**src/cdate_pkg.sv**
```systemverilog
package cdate_pkg;

  localparam int STEP_BITS_DEF = 10;

  localparam logic [3:0]  RESET_MONTH = 4'd1;
  localparam logic [4:0]  RESET_DAY   = 5'd1;
  localparam logic [15:0] RESET_YEAR  = 16'd2000;

  // year / 25 by reciprocal: q = (year * Y25_MUL) >> Y25_SHIFT, exact for 16-bit years
  localparam logic [16:0] Y25_MUL   = 17'd83887;
  localparam int          Y25_SHIFT = 21;
  localparam int          Q_BITS    = 12;
  localparam logic [Q_BITS-1:0] RESET_Q = Q_BITS'(2000 / 25);

  localparam logic [8:0] DAYS_LEAP   = 9'd366;
  localparam logic [8:0] DAYS_COMMON = 9'd365;

  localparam logic [3:0] MONTH_JAN = 4'd1;
  localparam logic [3:0] MONTH_FEB = 4'd2;
  localparam logic [3:0] MONTH_DEC = 4'd12;

  typedef logic [2:0] upc_t;

  typedef enum logic [1:0] {
    OP_NOP,
    OP_ADV,
    OP_LOAD,
    OP_FINISH
  } op_t;

  typedef enum logic [1:0] {
    C_NEVER,
    C_ALWAYS,
    C_IS_LOAD,
    C_ADV_MORE
  } cond_t;

  typedef struct packed {
    op_t   op;
    cond_t cond;
    upc_t  target;
  } uword_t;

  typedef struct packed {
    logic is_load;
    logic adv_more;
  } flags_t;

  localparam upc_t A_DISPATCH  = 3'd0;
  localparam upc_t A_ADV       = 3'd1;
  localparam upc_t A_ADV_END   = 3'd2;
  localparam upc_t A_LD_WAIT   = 3'd3;
  localparam upc_t A_LD_CHECK  = 3'd4;
  localparam upc_t A_LD_SETTLE = 3'd5;
  localparam upc_t A_FINISH    = 3'd6;

  function automatic uword_t ucode(input upc_t a);
    uword_t w;
    case (a)
      A_DISPATCH:  w = '{op: OP_NOP,    cond: C_IS_LOAD,  target: A_LD_WAIT};
      A_ADV:       w = '{op: OP_ADV,    cond: C_ADV_MORE, target: A_ADV};
      A_ADV_END:   w = '{op: OP_NOP,    cond: C_ALWAYS,   target: A_FINISH};
      A_LD_WAIT:   w = '{op: OP_NOP,    cond: C_NEVER,    target: A_DISPATCH};
      A_LD_CHECK:  w = '{op: OP_LOAD,   cond: C_NEVER,    target: A_DISPATCH};
      A_LD_SETTLE: w = '{op: OP_NOP,    cond: C_NEVER,    target: A_DISPATCH};
      A_FINISH:    w = '{op: OP_FINISH, cond: C_ALWAYS,   target: A_DISPATCH};
      default:     w = '{op: OP_NOP,    cond: C_ALWAYS,   target: A_DISPATCH};
    endcase
    return w;
  endfunction

  // leap from the year and its registered quotient by 25
  function automatic logic is_leap(input logic [15:0] year, input logic [Q_BITS-1:0] q);
    logic [15:0] q25;
    logic        div25;
    q25   = 16'({q, 4'b0000}) + 16'({q, 3'b000}) + 16'(q);
    div25 = (q25 == year);
    return (year[1:0] == 2'b00) && (!div25 || (year[3:0] == 4'b0000));
  endfunction

  function automatic logic [4:0] month_len(input logic [3:0] month, input logic leap);
    logic [4:0] len;
    case (month)
      4'd1, 4'd3, 4'd5, 4'd7, 4'd8, 4'd10, 4'd12: len = 5'd31;
      4'd4, 4'd6, 4'd9, 4'd11:                    len = 5'd30;
      4'd2:                                       len = leap ? 5'd29 : 5'd28;
      default:                                    len = 5'd0;
    endcase
    return len;
  endfunction

  // days before the first of the month in a common year
  function automatic logic [8:0] days_before(input logic [3:0] month);
    logic [8:0] d;
    case (month)
      4'd1:    d = 9'd0;
      4'd2:    d = 9'd31;
      4'd3:    d = 9'd59;
      4'd4:    d = 9'd90;
      4'd5:    d = 9'd120;
      4'd6:    d = 9'd151;
      4'd7:    d = 9'd181;
      4'd8:    d = 9'd212;
      4'd9:    d = 9'd243;
      4'd10:   d = 9'd273;
      4'd11:   d = 9'd304;
      4'd12:   d = 9'd334;
      default: d = 9'd0;
    endcase
    return d;
  endfunction

endpackage

```
**src/cdate_useq.sv**
```systemverilog
module cdate_useq (
  input  logic             clk,
  input  logic             rst,
  input  logic             run,
  input  cdate_pkg::flags_t flags,
  output cdate_pkg::uword_t uword
);
  import cdate_pkg::*;

  upc_t pc;
  upc_t pc_next;
  logic take;

  always_comb begin
    uword = ucode(pc);
    case (uword.cond)
      C_NEVER:    take = 1'b0;
      C_ALWAYS:   take = 1'b1;
      C_IS_LOAD:  take = flags.is_load;
      C_ADV_MORE: take = flags.adv_more;
      default:    take = 1'b0;
    endcase
    if (!run) begin
      pc_next = A_DISPATCH;
    end else if (take) begin
      pc_next = uword.target;
    end else begin
      pc_next = pc + 3'd1;
    end
  end

  always_ff @(posedge clk) begin
    if (rst) begin
      pc <= A_DISPATCH;
    end else begin
      pc <= pc_next;
    end
  end

  a_pc_range: assert property (@(posedge clk) disable iff (rst) pc <= A_FINISH)
    else $error("step counter left the program");

  a_idle_home: assert property (@(posedge clk) disable iff (rst) !run |=> pc == A_DISPATCH)
    else $error("step counter not parked while idle");

  a_adv_entry: assert property (@(posedge clk) disable iff (rst)
      (pc == A_ADV) |-> ($past(pc) == A_DISPATCH || $past(pc) == A_ADV))
    else $error("advance step entered from a wrong step");

endmodule

```
**src/calendar_date_advance_core.sv**
```systemverilog
// Gregorian date keeper. Pulse start with busy low to hand in one word:
// func 1 loads load_month/load_day/load_year (rejected with status 1 when the
// date is invalid, state unchanged), func 0 advances the stored date by
// day_step days (zero allowed). Every word yields exactly one result on
// cur_month, cur_day, cur_year, leap_flag, day_of_year, days_remaining and
// status, shown for one cycle with done high; the receiver cannot stall.
// Control is a microprogram of seven steps run by a step counter.
// Steps while busy: a load runs dispatch, wait, check, settle and finish; an
// advance runs dispatch, then advance steps (one per month end crossed, plus
// one that stays inside a month unless the last crossing uses up the count,
// so at least one), then an end step and finish.
// done rises at the edge where busy falls, so it is high in the first idle
// cycle, and a new word may be accepted in that same cycle; while busy no
// new word is taken. The leap test uses a registered multiply by the
// reciprocal of 25, so its quotient trails the year it tests by a register:
// a load has a wait step before its check and a settle step after it; an
// advance needs the leap bit only in February, never right after a year change.
// Reset (rst, synchronous) sets the date to January 1, 2000, clears busy and
// done, and needs no clearing pass.
module calendar_date_advance_core #(
  parameter int STEP_BITS = cdate_pkg::STEP_BITS_DEF
) (
  input  logic                 clk,
  input  logic                 rst,
  input  logic                 start,
  output logic                 busy,
  input  logic                 func,
  input  logic [3:0]           load_month,
  input  logic [4:0]           load_day,
  input  logic [15:0]          load_year,
  input  logic [STEP_BITS-1:0] day_step,
  output logic                 done,
  output logic [3:0]           cur_month,
  output logic [4:0]           cur_day,
  output logic [15:0]          cur_year,
  output logic                 leap_flag,
  output logic [8:0]           day_of_year,
  output logic [8:0]           days_remaining,
  output logic                 status
);
  import cdate_pkg::*;

  localparam int CW = (STEP_BITS > 6) ? STEP_BITS : 6;

  logic [3:0]           month;
  logic [4:0]           day;
  logic [15:0]          year;
  logic [STEP_BITS-1:0] n;
  logic                 func_r;
  logic [3:0]           lm_r;
  logic [4:0]           ld_r;
  logic [15:0]          ly_r;
  logic                 bad;
  logic [Q_BITS-1:0]    q;

  logic [15:0] yr_src;
  logic [32:0] prod;
  logic        leap;
  logic [4:0]  len;
  logic [4:0]  left;
  logic [CW-1:0] n_ext;
  logic [CW-1:0] left_ext;
  logic [CW-1:0] left1_ext;
  logic        fits;
  logic        ld_bad;
  logic [8:0]  doy;
  logic [8:0]  ylen;
  logic        accept;
  flags_t      flags;
  uword_t      uword;

  assign accept = start && !busy;

  // leap unit: operand is the year the current word is working on
  assign yr_src = (func_r && !bad) ? ly_r : year;
  assign prod   = 33'(yr_src) * 33'(Y25_MUL);
  assign leap   = is_leap(yr_src, q);

  always_comb begin
    len       = month_len(month, leap);
    left      = (len > day) ? (len - day) : 5'd0;
    n_ext     = CW'(n);
    left_ext  = CW'(left);
    left1_ext = CW'(left) + CW'(1);
    fits      = (n_ext <= left_ext);
    ld_bad    = (month_len(lm_r, leap) == 5'd0) || (ld_r == 5'd0)
                || (ld_r > month_len(lm_r, leap));
    doy       = 9'(day) + days_before(month)
                + 9'(leap && (month > MONTH_FEB));
    ylen      = leap ? DAYS_LEAP : DAYS_COMMON;
    flags.is_load  = func_r;
    flags.adv_more = (n_ext > left1_ext);
  end

  cdate_useq u_seq (
    .clk   (clk),
    .rst   (rst),
    .run   (busy),
    .flags (flags),
    .uword (uword)
  );

  always_ff @(posedge clk) begin
    if (rst) begin
      month <= RESET_MONTH;
      day   <= RESET_DAY;
      year  <= RESET_YEAR;
      q     <= RESET_Q;
      busy  <= 1'b0;
      done  <= 1'b0;
      bad   <= 1'b0;
    end else begin
      q    <= prod[32:Y25_SHIFT];
      done <= 1'b0;
      if (accept) begin
        busy   <= 1'b1;
        bad    <= 1'b0;
        func_r <= func;
        lm_r   <= load_month;
        ld_r   <= load_day;
        ly_r   <= load_year;
        n      <= day_step;
      end else if (busy) begin
        case (uword.op)
          OP_ADV: begin
            if (fits) begin
              day <= day + 5'(n_ext);
              n   <= '0;
            end else begin
              // roll into the first of the next month
              n   <= STEP_BITS'(n_ext - left1_ext);
              day <= RESET_DAY;
              if (month == MONTH_DEC) begin
                month <= MONTH_JAN;
                year  <= year + 16'd1;
              end else begin
                month <= month + 4'd1;
              end
            end
          end
          OP_LOAD: begin
            if (ld_bad) begin
              bad <= 1'b1;
            end else begin
              month <= lm_r;
              day   <= ld_r;
              year  <= ly_r;
            end
          end
          OP_FINISH: begin
            busy           <= 1'b0;
            done           <= 1'b1;
            cur_month      <= month;
            cur_day        <= day;
            cur_year       <= year;
            leap_flag      <= leap;
            day_of_year    <= doy;
            days_remaining <= (ylen >= doy) ? (ylen - doy) : 9'd0;
            status         <= bad;
          end
          default: begin
          end
        endcase
      end
    end
  end

  a_done_idle: assert property (@(posedge clk) disable iff (rst) done |-> !busy)
    else $error("result word shown while still busy");

  a_done_after_busy: assert property (@(posedge clk) disable iff (rst) done |-> $past(busy))
    else $error("result word without a word in flight");

  a_date_sane: assert property (@(posedge clk) disable iff (rst)
      done |-> (cur_day != 5'd0 && cur_month != 4'd0 && cur_month <= MONTH_DEC))
    else $error("reported date out of range");

endmodule
```
**config.mk**
```make
export PLATFORM = sky130hd
export DESIGN_NAME = calendar_date_advance_core
export DESIGN_NICKNAME = d
export VERILOG_FILES = /design/src/cdate_pkg.sv /design/src/cdate_useq.sv /design/src/calendar_date_advance_core.sv
export SDC_FILE = /design/constraint.sdc
export NUM_CORES = 1
export LEC_CHECK = 0
export ABC_CLOCK_PERIOD_IN_PS = 8900
export CORE_ASPECT_RATIO = 2
export CORE_MARGIN = 3
export CORE_UTILIZATION = 41
export DETAILED_ROUTE_END_ITERATION = 10
export DONT_BUFFER_PORTS = 1
export SLEW_MARGIN = 20
export SYNTH_ARGS = -nofsm -noshare
export SYNTH_HDL_FRONTEND = slang
export SYNTH_SLANG_ARGS = --single-unit
```
**constraint.sdc**
```tcl
create_clock -name clk -period 8.9 [get_ports clk]
set_clock_uncertainty 0.15 [all_clocks]
set_input_delay 1.78 -clock clk [delete_from_list [all_inputs] [get_ports clk]]
set_output_delay 1.78 -clock clk [all_outputs]
set_load 0.1 [all_outputs]
```
After elaboration in Yosys (flattened, before gate mapping). Memories as Yosys holds them, arrays and structs flattened. A register that Yosys moved wholly into a read port is not among the register bits. Index checks and enable logic that the tools add are counted.

Add/sub/neg operators: 12. Multiply operators: 1. $lt $le $gt $ge: 6. Equal/unequal tests: 40. Mux-type cells: 30. Bitwise logic cells: 3. Reductions and logical operators: 34.

Operators with widths (count): 2-to-1 mux 16 bit (4); one-hot mux 7 bit (6 select lines) (1); == test 4 bit (second input constant) (10); 2-to-1 mux 10 bit (4); multiplier 16 x 17 -> 33 bit (second input constant) (1); == test 4 x 3 -> 1 bit (second input constant) (8); one-hot mux 16 bit (2 select lines) (1); one-hot mux 5 bit (3 select lines) (2); 2-to-1 mux 4 bit (5); adder 16 x 1 -> 16 bit (second input constant) (1); adder 16 x 12 -> 16 bit (1); adder 16 x 15 -> 16 bit (1); == test 16 bit (1); == test 4 x 2 -> 1 bit (second input constant) (4); 2-to-1 mux 5 bit (3); OR reduction 7 bit (2); greater-than comparator 10 x 6 -> 1 bit (1); greater-than comparator 5 bit (2); <= comparator 10 x 5 -> 1 bit (1); zero test 5 bit (2); one-hot mux 5 bit (2 select lines) (1); subtractor 10 x 6 -> 10 bit (1); adder 5 x 9 -> 9 bit (1); adder 9 x 1 -> 9 bit (1); other kinds (36) (67).

Register bits after elaboration: 124. ROM bits: 144. Input bits: 39. Word-level logic and storage cells: 147. Memories: 1.

Memories: (no name shown) (words 16, bits a word 9, rd ports 1, clocked after Yosys merged registers in 1, write ports 0, line cdate_pkg.sv:95) `case (month)`.

Longest topological paths before layout.
Depth in word-level cells: 17. Mapped depth: 35. Depth with buffers taken out: 34.

Cells and area by module. From an unflattened synthesis, not the netlist that was laid out.

Cell total of the unflattened synthesis: 1284. Area total of the unflattened synthesis: 12901.1 um2.

By module, submodules not included: calendar_date_advance_core (times used 1, cells an instance 1244, area an instance 12587.1 um2, seq. area each 3413.3 um2); cdate_useq (times used 1, cells an instance 40, area an instance 314.1 um2, seq. area each 60.1 um2).

Worst setup path after synthesis. Ideal clock, no wire load.

Kind: flip-flop to flip-flop. Start point: register q[1]. End point: register with a tool-made name. Data arrival time: 6520 ps. Data required time: 8629 ps. Setup slack: 2108 ps. Stages on the path, launching flop included: 36. Path buffers: 1. Period minus slack after synthesis: 6792 ps. Cell sequence: dfxtp_1 inv_1 fa_1 inv_1 ha_1 inv_1 fa_1 nor2b_1 o2111ai_1 a311oi_1 nor2_1 xnor2_1 and3_1 o2111a_1 o41a_1 ha_1 nor2b_1 o21ai_0 a21oi_1 o21a_1 o22a_1 nor2b_1 inv_1 ha_1 and4b_1 a21oi_1 o31a_1 nor3_2 a21oi_4 buf_6 nor2_1 a211o_1 inv_1 ha_1 a221oi_1 o21ai_1.

RTL lines: start: declaration (line calendar_date_advance_core.sv:54) `logic [Q_BITS-1:0] q;`; start signal: assignment (line calendar_date_advance_core.sv:113) `q <= prod[32:Y25_SHIFT];`.

Worst setup path in the final report.
Start point: register func_r. End point: register q[6].

Longest elaborated chain between the ends: 3.

Ends and longest elaborated chain: start: declaration (line calendar_date_advance_core.sv:49) `logic func_r;`; start signal: assignment (line calendar_date_advance_core.sv:118) `func_r <= func;`; logical AND 1 bit (line calendar_date_advance_core.sv:75) `assign yr_src = (func_r && !bad) ? ly_r : year;`; 2-to-1 mux 16 bit (line calendar_date_advance_core.sv:75); multiplier 16 x 17 -> 33 bit (line calendar_date_advance_core.sv:76) `assign prod = 33'(yr_src) * 33'(Y25_MUL);`.

No other way between the ends. A chain may end at the register's enable or synchronous reset.

==> qor.yml <==
cells_and_area:
  utilization: 0.451
  layout_common_cells: "ha_1 (200), inv_1 (190), fa_1 (112), edfxtp_1 (81), nand2_1 (78)"
  mostFrequentLayoutCell: "ha_1"
  drive_above_1_share: 0.0525
  antennaDiodeCount: 0
  design_area_mm2: 0.0139
  fillers: 2948
  layout.nets: 1613
  areaGrowthSynthToFinish_pct: 8.34
grt:
  antenna_found_initial: 0
  grt_pass1_wl_um: 53600
  grt_overflow_total: 0
  first_global_vias: 10067
  grt_use_total: 0.207
  grt_max_degree: 51
yosys:
  yosysSeqAreaShare: 0.270
  synth-main-ff-cell: "edfxtp_1"
  yosys-top-cells-area: "ha_1 (19%), edfxtp_1 (19%), fa_1 (17%)"
  yosys.area.top_type: "ha_1"
  yosys_warnings: 0
  synthesis.area_mm2: 0.0129
  synth.distinct_cells: 77
  ys_ff_latch: 133
  synthCells: 1263
  postSynthAreaPerCell_um2: 10.2
  async_flop_share: 0
  syn-num-nets: 1614
  synth_edf_count: 81
  synth.top_cell.area_share: 0.195
hold_path:
  hold_class: "flip-flop to flip-flop"
critical_path:
  crit_slowest_cell: "mux2i_1"
  worst-path-buf-inv: 3
  required_ns: 9.08
  cp.arrival_ns: 8.45
  crit_path_max_incr_delay_ns: 0.70
  crit_family: "adder cells"
  setup.worst_path.class: "flip-flop to flip-flop"
  start_kind: "flip-flop"
  critPathMaxFanout: 11
  crit_chain: "nor2b_2 > mux2i_1 > inv_1 > fa_1 > inv_1 > fa_1 > fa_1 > fa_1 > inv_1 > fa_1 > fa_1 > ha_1 > nand3_1 > nor4_1 > nand3_1 > o221ai_1 > nand3_1 > o21ai_0 > a21oi_1 > mux2i_1"
  endpoint_kind: "flip-flop"
  crit_path_frequent_cell: "fa_1"
job:
  cap_violations: 0
clocking:
  cts_tree: "done"
  ctsResizeCount: 0
  root_buffer: "clkbuf_16"
  numCtsBuffers: 17
  h-tree-depth: 4
  cts_buffer_depth: 2
  path_clk_slew_ns: 0.07
  postCtsSetupBuffers: 0
  cts_hold_buf: 0
  clock_sinks: 133
  insertion_delay_ns: 0.44
drt:
  vias_per_cell: 5.46
  wl_um: 34200
  ant_nets: 0
  drc: 0
  wl_per_cell_um: 20.2
  drt_iter0_markers: 388
  via_count: 9247
  firstDrtPassIters: 5
timing:
  setup_viol: 0
  slew_headroom: 0.338
  rsz0062_at_grt: "false"
  setup_tns_ns: 0
  timing_hold_violations_final: 0
  tightest_slew_ns: 0.995
  period_share: 0.929
  max_freq_mhz: 121
  period_minus_slack_ns: 8.27
  drv_slew: 0
  finalWorstSetupSlack_ns: 0.634
power:
  powerDensity_mw_per_mm2: 299
  power_mw: 4.16
  p_sw_mw: 1.92
  p_sw_frac: 0.462
  power_frac_seq: 0.181
  ir_drop_uv: 229
  leakage_nw: 6.35
  pwr-share-comb: 0.649
  p_clk_frac: 0.170
  internal_power_mw: 2.24
floorplan:
  initial_core_util: 0.417
  die_w_um: 131
  core_mm2: 0.0309
  dieArea_mm2: 0.0336
  rows: 91
  die_h_um: 256
  ioPinCount: 86
placed_design:
  dp_slack_ns: 0.718
  placed_area_mm2: 0.0133
  place.gp.congestion: 0.972
  dp_hpwl_um: 28500
  port_buffers: 0
outcome:
  status: "completed"
[cells in the mapped netlist, types with 7 or more instances]
cell type / number
ha_1: 200
inv_1: 190
fa_1: 112
edfxtp_1: 81
nand2_1: 78
nor2_1: 70
a21oi_1: 63
dfxtp_1: 52
o21ai_0: 37
xnor2_1: 34
nand3_1: 31
xor2_1: 23
mux2i_1: 20
clkbuf_1: 19
a21o_1: 16
a211oi_1: 13
nand2b_1: 13
nor2b_1: 13
nor3_1: 13
and3_1: 11
o21a_1: 10
o31ai_1: 10
a31oi_1: 8
nand4_1: 8
a311oi_1: 7
mux2_2: 7
or3_1: 7
[registers in the layout (all words and copies together) (netlist names), 9 cells and up, named ones only]
register and count:
n 10, year 16, q 12, cur_year 16
day_of_year 9, ly_r 16, days_remaining 9
[power groups by stage]
stage	clock network (mW)	registers [mW]	logic, mW
floorplan	0	0.750	2.01
global placement	0	0.765	2.65
detailed placement	0	0.765	2.69
CTS	0.722	0.752	2.71
global route	0.745	0.757	3.02
finish	0.709	0.752	2.70
[layer usage]
metal	vias to the layer above	GRT usage	share of wire
li1	4401	-	-
met1	4543	0.176	0.31
met2	210	0.433	0.60
met3	93	0.0296	0.029
met4	0	0.125	0.063
met5	-	0	0
[stage by stage]
step,hold slack (ns),instances
floorplan,0.256,1263
finish,0.330,1693
global placement,0.310,1661
global route,0.344,1693
detailed placement,0.324,1661
CTS,0.336,1693
[logic make-up (layout without fill, tap and decap cells)]
family | Yosys count | in the layout | synth area share
AOI/OAI and AO/OA | 232 | 232 | 0.122
and+or+nand+nor | 279 | 279 | 0.105
buffers and inverters | 219 | 231 | 0.0670
DFF | 133 | 133 | 0.270
adders and majority gates | 312 | 312 | 0.369
xor gates and xnor gates | 58 | 58 | 0.0406
muxes | 30 | 30 | 0.0264
[final timing paths]
| path | from | endpoint | slack (ns) | cells past startpoint |
|---|---|---|---|---|
| worst max-delay path | func_r | q[6] | 0.63 | 20 |
| worst min-delay path | bad | status | 0.33 | 0 |
| worst max register to register | func_r | q[6] | 0.63 | 20 |
| worst min register to register | bad | status | 0.33 | 0 |
[area by class of cell]
cell class	count	area, um^2	area share
Clock buffer	17	425	0.0305
Tap cell	418	523	0.0375
Timing Repair Buffer	8	60.1	0.00431
Sequential cell	133	3470	0.249
Inverter	191	722	0.0518
Clock inverter	15	164	0.0118
Multi-Input combinational cell	911	8560	0.615
(Power assumes the default switching activity.)
